==> src/design/bspd_pkg.sv <==
// Package for the byte stream packet deframer.
// Holds framing constants, queue sizing and the result word type; no dependencies.
package bspd_pkg;

    localparam int HEADER_BYTES = 5;
    localparam int TERM_BYTES   = 4;
    localparam int WIN_DEPTH    = TERM_BYTES - 1;

    localparam logic [7:0]  BINARY_START = 8'h24;
    localparam logic [31:0] TERM_RESET   = 32'h0D0A_0D0A;

    localparam logic KIND_BINARY = 1'b0;
    localparam logic KIND_TEXT   = 1'b1;

    localparam int QUEUE_DEPTH = 4;
    localparam int QPTR_W      = $clog2(QUEUE_DEPTH);
    localparam int QCNT_W      = $clog2(QUEUE_DEPTH + 1);

    typedef struct packed {
        logic       packet_kind;
        logic [7:0] payload_byte;
        logic       byte_valid;
        logic       last;
    } t_result;

    typedef struct packed {
        logic full;
        logic empty;
    } t_queue_status;

endpackage

==> src/design/bspd_if.sv <==
// Handshake interfaces for the deframer: input byte, result word and terminator write.
// Depends on nothing; each carries valid, ready and its payload.
interface bspd_byte_if;
    logic       valid;
    logic       ready;
    logic [7:0] in_byte;
    modport source (output valid, output in_byte, input ready);
    modport sink   (input valid, input in_byte, output ready);
endinterface

interface bspd_result_if;
    logic       valid;
    logic       ready;
    logic       packet_kind;
    logic [7:0] payload_byte;
    logic       byte_valid;
    logic       last;
    modport source (output valid, output packet_kind, output payload_byte,
                    output byte_valid, output last, input ready);
    modport sink   (input valid, input packet_kind, input payload_byte,
                    input byte_valid, input last, output ready);
endinterface

interface bspd_cfg_if;
    logic        valid;
    logic        ready;
    logic [31:0] data;
    modport source (output valid, output data, input ready);
    modport sink   (input valid, input data, output ready);
endinterface

==> src/design/byte_stream_packet_deframer_top.sv <==
// Top level of the byte stream packet deframer.
// Depends on bspd_pkg, bspd_if, bspd_front, bspd_queue and bspd_back.
//
//   port    dir  word                                            handshake
//   i_in    in   in_byte                                         valid/ready
//   o_out   out  packet_kind, payload_byte, byte_valid, last     valid/ready
//   i_cfg   in   data (text_terminator)                          valid/ready
//
// One byte is taken per cycle while the queue is not full; a result word is written
// to the queue at its byte's edge, then loaded into the output register that
// drives o_out.
// The front end's combinational framing state update sets that rate.
// Reset is synchronous and active low; no clearing pass.
// A stalled output fills the four-word queue; i_in.ready drops only when full.
module byte_stream_packet_deframer_top (
    input  logic         i_clk,
    input  logic         i_rst_n,
    bspd_byte_if.sink    i_in,
    bspd_result_if.source o_out,
    bspd_cfg_if.sink     i_cfg
);
    bspd_pkg::t_queue_status q_status;
    bspd_pkg::t_result       front_result;
    bspd_pkg::t_result       q_data;
    bspd_pkg::t_result       out_data;
    logic                    push;
    logic                    pop;

    assign i_cfg.ready = 1'b1;

    bspd_front u_front (
        .i_clk      (i_clk),
        .i_rst_n    (i_rst_n),
        .i_in_valid (i_in.valid),
        .i_in_byte  (i_in.in_byte),
        .o_in_ready (i_in.ready),
        .i_cfg_valid(i_cfg.valid),
        .i_cfg_data (i_cfg.data),
        .i_q_status (q_status),
        .o_push     (push),
        .o_result   (front_result)
    );

    bspd_queue u_queue (
        .i_clk   (i_clk),
        .i_rst_n (i_rst_n),
        .i_push  (push),
        .i_data  (front_result),
        .i_pop   (pop),
        .o_data  (q_data),
        .o_status(q_status)
    );

    bspd_back u_back (
        .i_clk      (i_clk),
        .i_rst_n    (i_rst_n),
        .i_q_status (q_status),
        .i_q_data   (q_data),
        .o_pop      (pop),
        .i_out_ready(o_out.ready),
        .o_out_valid(o_out.valid),
        .o_out_data (out_data)
    );

    assign o_out.packet_kind  = out_data.packet_kind;
    assign o_out.payload_byte = out_data.payload_byte;
    assign o_out.byte_valid   = out_data.byte_valid;
    assign o_out.last         = out_data.last;

endmodule

==> src/design/bspd_front.sv <==
// Front end of the deframer: framing state machine, terminator register and text window.
// Uses bspd_pkg; turns each accepted byte into at most one result word for the queue.
module bspd_front (
    input  logic                    i_clk,
    input  logic                    i_rst_n,
    input  logic                    i_in_valid,
    input  logic [7:0]              i_in_byte,
    output logic                    o_in_ready,
    input  logic                    i_cfg_valid,
    input  logic [31:0]             i_cfg_data,
    input  bspd_pkg::t_queue_status i_q_status,
    output logic                    o_push,
    output bspd_pkg::t_result       o_result
);
    localparam logic [1:0] MODE_IDLE    = 2'd0;
    localparam logic [1:0] MODE_HEADER  = 2'd1;
    localparam logic [1:0] MODE_PAYLOAD = 2'd2;
    localparam logic [1:0] MODE_TEXT    = 2'd3;
    localparam int FILL_W = $clog2(bspd_pkg::TERM_BYTES);
    localparam logic [2:0] HDR_LAST = 3'(bspd_pkg::HEADER_BYTES - 1);

    logic [31:0]       r_term;
    logic [1:0]        r_mode, n_mode;
    logic [2:0]        r_hc, n_hc;
    logic [31:0]       r_rem, n_rem;
    logic [7:0]        r_win [bspd_pkg::WIN_DEPTH];
    logic [7:0]        n_win [bspd_pkg::WIN_DEPTH];
    logic [FILL_W-1:0] r_fill, n_fill;

    logic        in_fire;
    logic [2:0]  hc_m1;
    logic [4:0]  shamt;
    logic [31:0] seq;

    assign o_in_ready = !i_q_status.full;
    assign in_fire    = i_in_valid && o_in_ready;
    assign hc_m1      = r_hc - 3'd1;
    assign shamt      = {hc_m1[1:0], 3'b000};
    assign seq        = {r_win[0], r_win[1], r_win[2], i_in_byte};

    always_comb begin
        n_mode   = r_mode;
        n_hc     = r_hc;
        n_rem    = r_rem;
        n_win    = r_win;
        n_fill   = r_fill;
        o_push   = 1'b0;
        o_result = '0;
        if (in_fire) begin
            unique case (r_mode)
                MODE_IDLE: begin
                    if (i_in_byte == bspd_pkg::BINARY_START) begin
                        n_mode = MODE_HEADER;
                        n_hc   = 3'd1;
                        n_rem  = '0;
                    end else begin
                        // first byte already belongs to the text
                        n_mode   = MODE_TEXT;
                        n_win[0] = i_in_byte;
                        n_fill   = FILL_W'(1);
                    end
                end
                MODE_HEADER: begin
                    n_rem = r_rem | (32'(i_in_byte) << shamt);
                    n_hc  = r_hc + 3'd1;
                    if (r_hc == HDR_LAST) begin
                        n_hc = '0;
                        if (n_rem == '0) begin
                            n_mode   = MODE_IDLE;
                            o_push   = 1'b1;
                            o_result = '{bspd_pkg::KIND_BINARY, 8'h00, 1'b0, 1'b1};
                        end else begin
                            n_mode = MODE_PAYLOAD;
                        end
                    end
                end
                MODE_PAYLOAD: begin
                    n_rem    = r_rem - 32'd1;
                    o_push   = 1'b1;
                    o_result = '{bspd_pkg::KIND_BINARY, i_in_byte, 1'b1, (n_rem == '0)};
                    if (n_rem == '0) begin
                        n_mode = MODE_IDLE;
                    end
                end
                MODE_TEXT: begin
                    if (r_fill < FILL_W'(bspd_pkg::WIN_DEPTH)) begin
                        n_win[r_fill] = i_in_byte;
                        n_fill        = r_fill + FILL_W'(1);
                    end else if (seq == r_term) begin
                        // terminator found: drop it, send a bare end marker
                        n_mode   = MODE_IDLE;
                        n_fill   = '0;
                        n_win    = '{default: 8'h00};
                        o_push   = 1'b1;
                        o_result = '{bspd_pkg::KIND_TEXT, 8'h00, 1'b0, 1'b1};
                    end else begin
                        n_win[0] = r_win[1];
                        n_win[1] = r_win[2];
                        n_win[2] = i_in_byte;
                        o_push   = 1'b1;
                        o_result = '{bspd_pkg::KIND_TEXT, r_win[0], 1'b1, 1'b0};
                    end
                end
                default: begin
                    n_mode = MODE_IDLE;
                end
            endcase
        end
    end

    always_ff @(posedge i_clk) begin
        if (!i_rst_n) begin
            r_term <= bspd_pkg::TERM_RESET;
            r_mode <= MODE_IDLE;
            r_hc   <= '0;
            r_rem  <= '0;
            r_win  <= '{default: 8'h00};
            r_fill <= '0;
        end else begin
            if (i_cfg_valid) begin
                r_term <= i_cfg_data;
            end
            r_mode <= n_mode;
            r_hc   <= n_hc;
            r_rem  <= n_rem;
            r_win  <= n_win;
            r_fill <= n_fill;
        end
    end

endmodule

==> src/design/bspd_queue.sv <==
// Short result queue between the framing front end and the output stage.
// Uses bspd_pkg for depth and the result word type.
module bspd_queue (
    input  logic                    i_clk,
    input  logic                    i_rst_n,
    input  logic                    i_push,
    input  bspd_pkg::t_result       i_data,
    input  logic                    i_pop,
    output bspd_pkg::t_result       o_data,
    output bspd_pkg::t_queue_status o_status
);
    bspd_pkg::t_result                r_mem [bspd_pkg::QUEUE_DEPTH];
    logic [bspd_pkg::QPTR_W-1:0]      r_wptr, r_rptr;
    logic [bspd_pkg::QCNT_W-1:0]      r_count;
    logic                             do_push, do_pop;

    assign o_status.full  = (r_count == bspd_pkg::QCNT_W'(bspd_pkg::QUEUE_DEPTH));
    assign o_status.empty = (r_count == '0);
    assign do_push        = i_push && !o_status.full;
    assign do_pop         = i_pop && !o_status.empty;
    assign o_data         = r_mem[r_rptr];

    always_ff @(posedge i_clk) begin
        if (do_push) begin
            r_mem[r_wptr] <= i_data;
        end
    end

    always_ff @(posedge i_clk) begin
        if (!i_rst_n) begin
            r_wptr  <= '0;
            r_rptr  <= '0;
            r_count <= '0;
        end else begin
            if (do_push) begin
                r_wptr <= r_wptr + bspd_pkg::QPTR_W'(1);
            end
            if (do_pop) begin
                r_rptr <= r_rptr + bspd_pkg::QPTR_W'(1);
            end
            case ({do_push, do_pop})
                2'b10:   r_count <= r_count + bspd_pkg::QCNT_W'(1);
                2'b01:   r_count <= r_count - bspd_pkg::QCNT_W'(1);
                default: r_count <= r_count;
            endcase
        end
    end

endmodule

==> src/design/bspd_back.sv <==
// Output stage of the deframer: registered result word under valid/ready.
// Uses bspd_pkg; pulls words from the queue whenever its register is free or being taken.
module bspd_back (
    input  logic                    i_clk,
    input  logic                    i_rst_n,
    input  bspd_pkg::t_queue_status i_q_status,
    input  bspd_pkg::t_result       i_q_data,
    output logic                    o_pop,
    input  logic                    i_out_ready,
    output logic                    o_out_valid,
    output bspd_pkg::t_result       o_out_data
);
    logic              r_valid;
    bspd_pkg::t_result r_data;

    assign o_pop       = !i_q_status.empty && (!r_valid || i_out_ready);
    assign o_out_valid = r_valid;
    assign o_out_data  = r_data;

    always_ff @(posedge i_clk) begin
        if (!i_rst_n) begin
            r_valid <= 1'b0;
        end else if (!r_valid || i_out_ready) begin
            r_valid <= !i_q_status.empty;
        end
    end

    // hold the word while the sink stalls
    always_ff @(posedge i_clk) begin
        if (o_pop) begin
            r_data <= i_q_data;
        end
    end

endmodule

==> src/flat_wrapper.sv <==
// flat-port wrapper written by rule: the top's interface ports become plain ports
module byte_stream_packet_deframer_top_flat 
  (i_clk, i_rst_n, i_in_valid, i_in_in_byte, i_in_ready, o_out_valid, o_out_packet_kind, o_out_payload_byte, o_out_byte_valid, o_out_last, o_out_ready, i_cfg_valid, i_cfg_data, i_cfg_ready);
  bspd_byte_if i_in_i ();
  bspd_result_if o_out_i ();
  bspd_cfg_if i_cfg_i ();
  input  logic i_clk;
  input  logic i_rst_n;
  input wire logic [$bits(i_in_i.valid)-1:0] i_in_valid;
  input wire logic [$bits(i_in_i.in_byte)-1:0] i_in_in_byte;
  output wire logic [$bits(i_in_i.ready)-1:0] i_in_ready;
  output wire logic [$bits(o_out_i.valid)-1:0] o_out_valid;
  output wire logic [$bits(o_out_i.packet_kind)-1:0] o_out_packet_kind;
  output wire logic [$bits(o_out_i.payload_byte)-1:0] o_out_payload_byte;
  output wire logic [$bits(o_out_i.byte_valid)-1:0] o_out_byte_valid;
  output wire logic [$bits(o_out_i.last)-1:0] o_out_last;
  input wire logic [$bits(o_out_i.ready)-1:0] o_out_ready;
  input wire logic [$bits(i_cfg_i.valid)-1:0] i_cfg_valid;
  input wire logic [$bits(i_cfg_i.data)-1:0] i_cfg_data;
  output wire logic [$bits(i_cfg_i.ready)-1:0] i_cfg_ready;
  assign i_in_i.valid = i_in_valid;
  assign i_in_i.in_byte = i_in_in_byte;
  assign i_in_ready = i_in_i.ready;
  assign o_out_valid = o_out_i.valid;
  assign o_out_packet_kind = o_out_i.packet_kind;
  assign o_out_payload_byte = o_out_i.payload_byte;
  assign o_out_byte_valid = o_out_i.byte_valid;
  assign o_out_last = o_out_i.last;
  assign o_out_i.ready = o_out_ready;
  assign i_cfg_i.valid = i_cfg_valid;
  assign i_cfg_i.data = i_cfg_data;
  assign i_cfg_ready = i_cfg_i.ready;
  byte_stream_packet_deframer_top u_core (.i_clk(i_clk), .i_rst_n(i_rst_n), .i_in(i_in_i), .o_out(o_out_i), .i_cfg(i_cfg_i));
endmodule
==> config.mk <==
export PLATFORM = sky130hd
export DESIGN_NAME = byte_stream_packet_deframer_top_flat
export DESIGN_NICKNAME = d
export VERILOG_FILES = /design/src/design/bspd_pkg.sv /design/src/design/bspd_if.sv /design/src/design/byte_stream_packet_deframer_top.sv /design/src/design/bspd_front.sv /design/src/design/bspd_queue.sv /design/src/design/bspd_back.sv /design/src/flat_wrapper.sv
export SDC_FILE = /design/constraint.sdc
export NUM_CORES = 1
export LEC_CHECK = 0
export ABC_CLOCK_PERIOD_IN_PS = 2800
export BUFFER_PORTS_ARGS = -buffer_cell sky130_fd_sc_hd__clkbuf_2
export CAP_MARGIN = 20
export CORE_UTILIZATION = 30
export DETAILED_ROUTE_END_ITERATION = 10
export PLACE_DENSITY = 0.55
export SETUP_SLACK_MARGIN = 0.4
export SLEW_MARGIN = 20
export SYNTH_ARGS = -nofsm -noshare
export SYNTH_HDL_FRONTEND = slang
export SYNTH_SLANG_ARGS = --single-unit
==> constraint.sdc <==
create_clock -name i_clk -period 2.8 [get_ports i_clk]
set_input_delay 0.56 -clock i_clk [delete_from_list [all_inputs] [get_ports i_clk]]
set_output_delay 0.56 -clock i_clk [all_outputs]
set_load 0.005 [all_outputs]
==> impl_metrics.ini <==
[synthesis]
synth_seq_area_share_pct = 43.3
syn_inst = 917
synth_flop_cell = dfxtp_1
synth_cell_type_count = 77
syn_area_um2 = 8580
ys_warn_count = 0
async_flop_share_pct = 0
synth-edff-count = 55
syn-mean-instance-area_um2 = 9.35
ys_seq_elements = 158
syn-num-nets = 980

[worst_setup_path]
cp_data_arrival_time_ps = 3060
start_kind = register
rrSetupSlack_ps = 100
critical_path_class = reg -> reg
reg2reg_to = u_core.u_queue.r_count[2]
crit_path_start = u_core.u_front.r_hc[1]
crit_end = u_core.u_queue.r_count[2]
regToRegStartpoint = u_core.u_front.r_hc[1]
reg2reg_depth = 14
cp-end-kind = register
worst_ep_required_time_ps = 3160
crit_fanout = 4

[cts]
cts_made_buffers = 17
cts_tree = yes
clock-root-buffer = clkbuf_16
cts.clk_slew.worst_paths_ps = 70
clk_latency_ps = 430
cts_max_level = 4
cts_buffer_depth = 2
holdBufCountCts = 0
cts_sinks = 158

[timing]
finClkSkew_ps = 17.2
setup_viol = 0
hold_viol = 0
tightest_slew_ps = 982
fmax_mhz = 371
maxSlewHeadroom_pct = 34.0
final-max-slew-violation-count = 0
period_share_pct = 96.4
rsz0062_at_grt = true
final.min_clock_period_ps = 2700
whs_ps = 341

[floorplanning]
dieHeight_um = 171
pin_count = 59
fp-row-count = 61
core-area_um2 = 27900
dieArea_um2 = 29300
fp.dieW_um = 171
initial_core_util_pct = 30.7

[global_route]
grt_first_pass_wirelength_mm = 40.6
grt_max_degree = 41
grt_overflow = 0
antenna_found_initial = 0
grt_pass1_vias = 7054
grt_usage_pct = 18.1

[power_and_ir_drop]
cellLeakagePower_nw = 4.12
p_per_area_nw_per_um2 = 790
peakVddDrop_v = 0.000453
totalPowerFinal_mw = 8.73

[route]
vias_per_cell = 5.28
via_count = 7562
detail-route-antenna-nets = 0
wl_per_cell_um = 18.0
drt-pass1-iter-count = 5
drt_iter0_drc = 608
routed_wl_mm = 25.8
drc = 0

[cells_and_area]
fin_util_pct = 39.6
final_common_cell = nor2_1
ff_latch_area_um2 = 3740
drive_gt1_share_pct = 30.0
final_area_um2 = 11000
n_antenna_cell = 0
fill_cells = 2847
mostFrequentLayoutCells = nor2_1, buf_4, dfxtp_1
multiInputGateArea_um2 = 4920
syn2layout_area_growth_pct = 28.8
nets = 1103

[hold_path]
hold_path_class = in -> reg

[placement]
gp_congestion = 0.893
dp_hpwl_mm = 17.7
placed_area_um2 = 9860
portBuffers = 57

[run_status]
status = completed

[flow_run]
drv_cap = 0
==> cells in the mapped netlist, types with 27 or more instances <==
library cell / count / area, um2
a21oi_1: 52 / 260
a22oi_1: 45 / 338
clkbuf_1: 50 / 188
dfxtp_1: 103 / 2060
edfxtp_1: 55 / 1650
inv_1: 27 / 101
mux2i_1: 34 / 340
nand2_1: 60 / 225
nor2_1: 116 / 435
nor3_1: 28 / 140
o21ai_0: 30 / 150
xnor2_1: 35 / 307
==> cell families (layout without fill, tap and decap cells) <==
kind of cell,Yosys count,count (layout),share of synthesized area [%]
DFF,158,158,43.3
xor gates and xnor gates,39,39,3.98
and+or+nand+nor,329,333,20.4
AOI/OAI and AO/OA,226,226,17.9
buffers and inverters,100,232,4.71
adders and majority gates,18,18,2.71
muxes,46,46,6.99
other,1,1,0.0437
==> sequential cells by signal (all words and copies together), names as in the netlist <==
name	cells
u_core.u_front.r_fill	2
u_core.u_queue.r_rptr	2
u_core.u_queue.r_wptr	2
u_core.u_queue.r_count	3
u_core.u_front.r_mode	2
u_core.u_back.o_out_valid	1
u_core.u_queue.r_mem	44
u_core.u_front.r_win	24
u_core.u_front.r_term	32
u_core.u_front.r_hc	3
u_core.u_back.o_out_data	11
u_core.u_front.r_rem	32
==> repair_timing <==
item | 4_1_cts | 5_1_grt
pin swaps | 33 | 13
gates resized for setup | 62 | 24
setup endpoints to repair | 56 | 71
buffers inserted | 17 | 5
cloned | 4 | 1
==> area by class of cell <==
type / count / share of cell area (%)
multi-input cells: 663 / 44.5
flip-flops and latches: 158 / 33.8
repair buffers: 171 / 10.8
well taps: 378 / 4.28
clock buffers: 17 / 3.85
clock inverters: 15 / 1.70
inverters: 29 / 1.01
==> report_power, final <==
part           total (mW)  switching, mW  internal (mW)  leakage (nW)
Sequential           2.80          0.169           2.63          1.34
Combinational        3.50           1.95           1.54          2.48
Clock                2.44           1.14           1.29         0.301
Total                8.73           3.27           5.46          4.12
==> how the worst min path moves through the flow <==
stage | from | cells past startpoint | to | slack, ps
CTS | i_cfg_data[8] | 3 | u_core.u_front.r_term[8] | 330
finish | i_cfg_data[17] | 3 | u_core.u_front.r_term[17] | 340
detailed placement | u_core.u_back.o_out_valid | 2 | u_core.u_back.o_out_valid | 480
global placement | u_core.u_front.r_win[7] | 2 | u_core.u_front.r_win[7] | 470
floorplan | u_core.u_front.r_win[6] | 2 | u_core.u_front.r_win[6] | 460
global route | i_cfg_data[8] | 3 | u_core.u_front.r_term[8] | 330
==> worst max-delay path: stages, from the launching register on <==
cell and delay, ps:
dfxtp_2 340, inv_2 50, ha_4 290, nor4b_4 210
nor3_2 90, nor4_4 320, nand3_2 160, a31oi_4 180
inv_2 70, ha_4 160, inv_2 50, fa_2 180
xor2_1 70, or3_1 330, a21oi_2 130
==> per-stage QoR <==
step / TNS [ps] / worst slack [ps] / std cells
after global routing: -7.31 / -7.31 / 1431
final: 0 / 102 / 1431
after CTS: 0 / 86.1 / 1425
after global placement: 0 / 19.7 / 1372
after detailed placement: -131 / -93.0 / 1372
after floorplan: 0 / 106 / 917
==> routing by layer <==
metal | track usage, % | wire length [um] | up-vias
met1 | 25.7 | 12200 | 3589
met3 | 3.79 | 1590 | 43
met2 | 26.9 | 11400 | 262
met4 | 6.48 | 635 | 0
met5 | 0 | 0 | -
li1 | - | - | 3668
No activity file was read; power rests on OpenSTA's default activity.
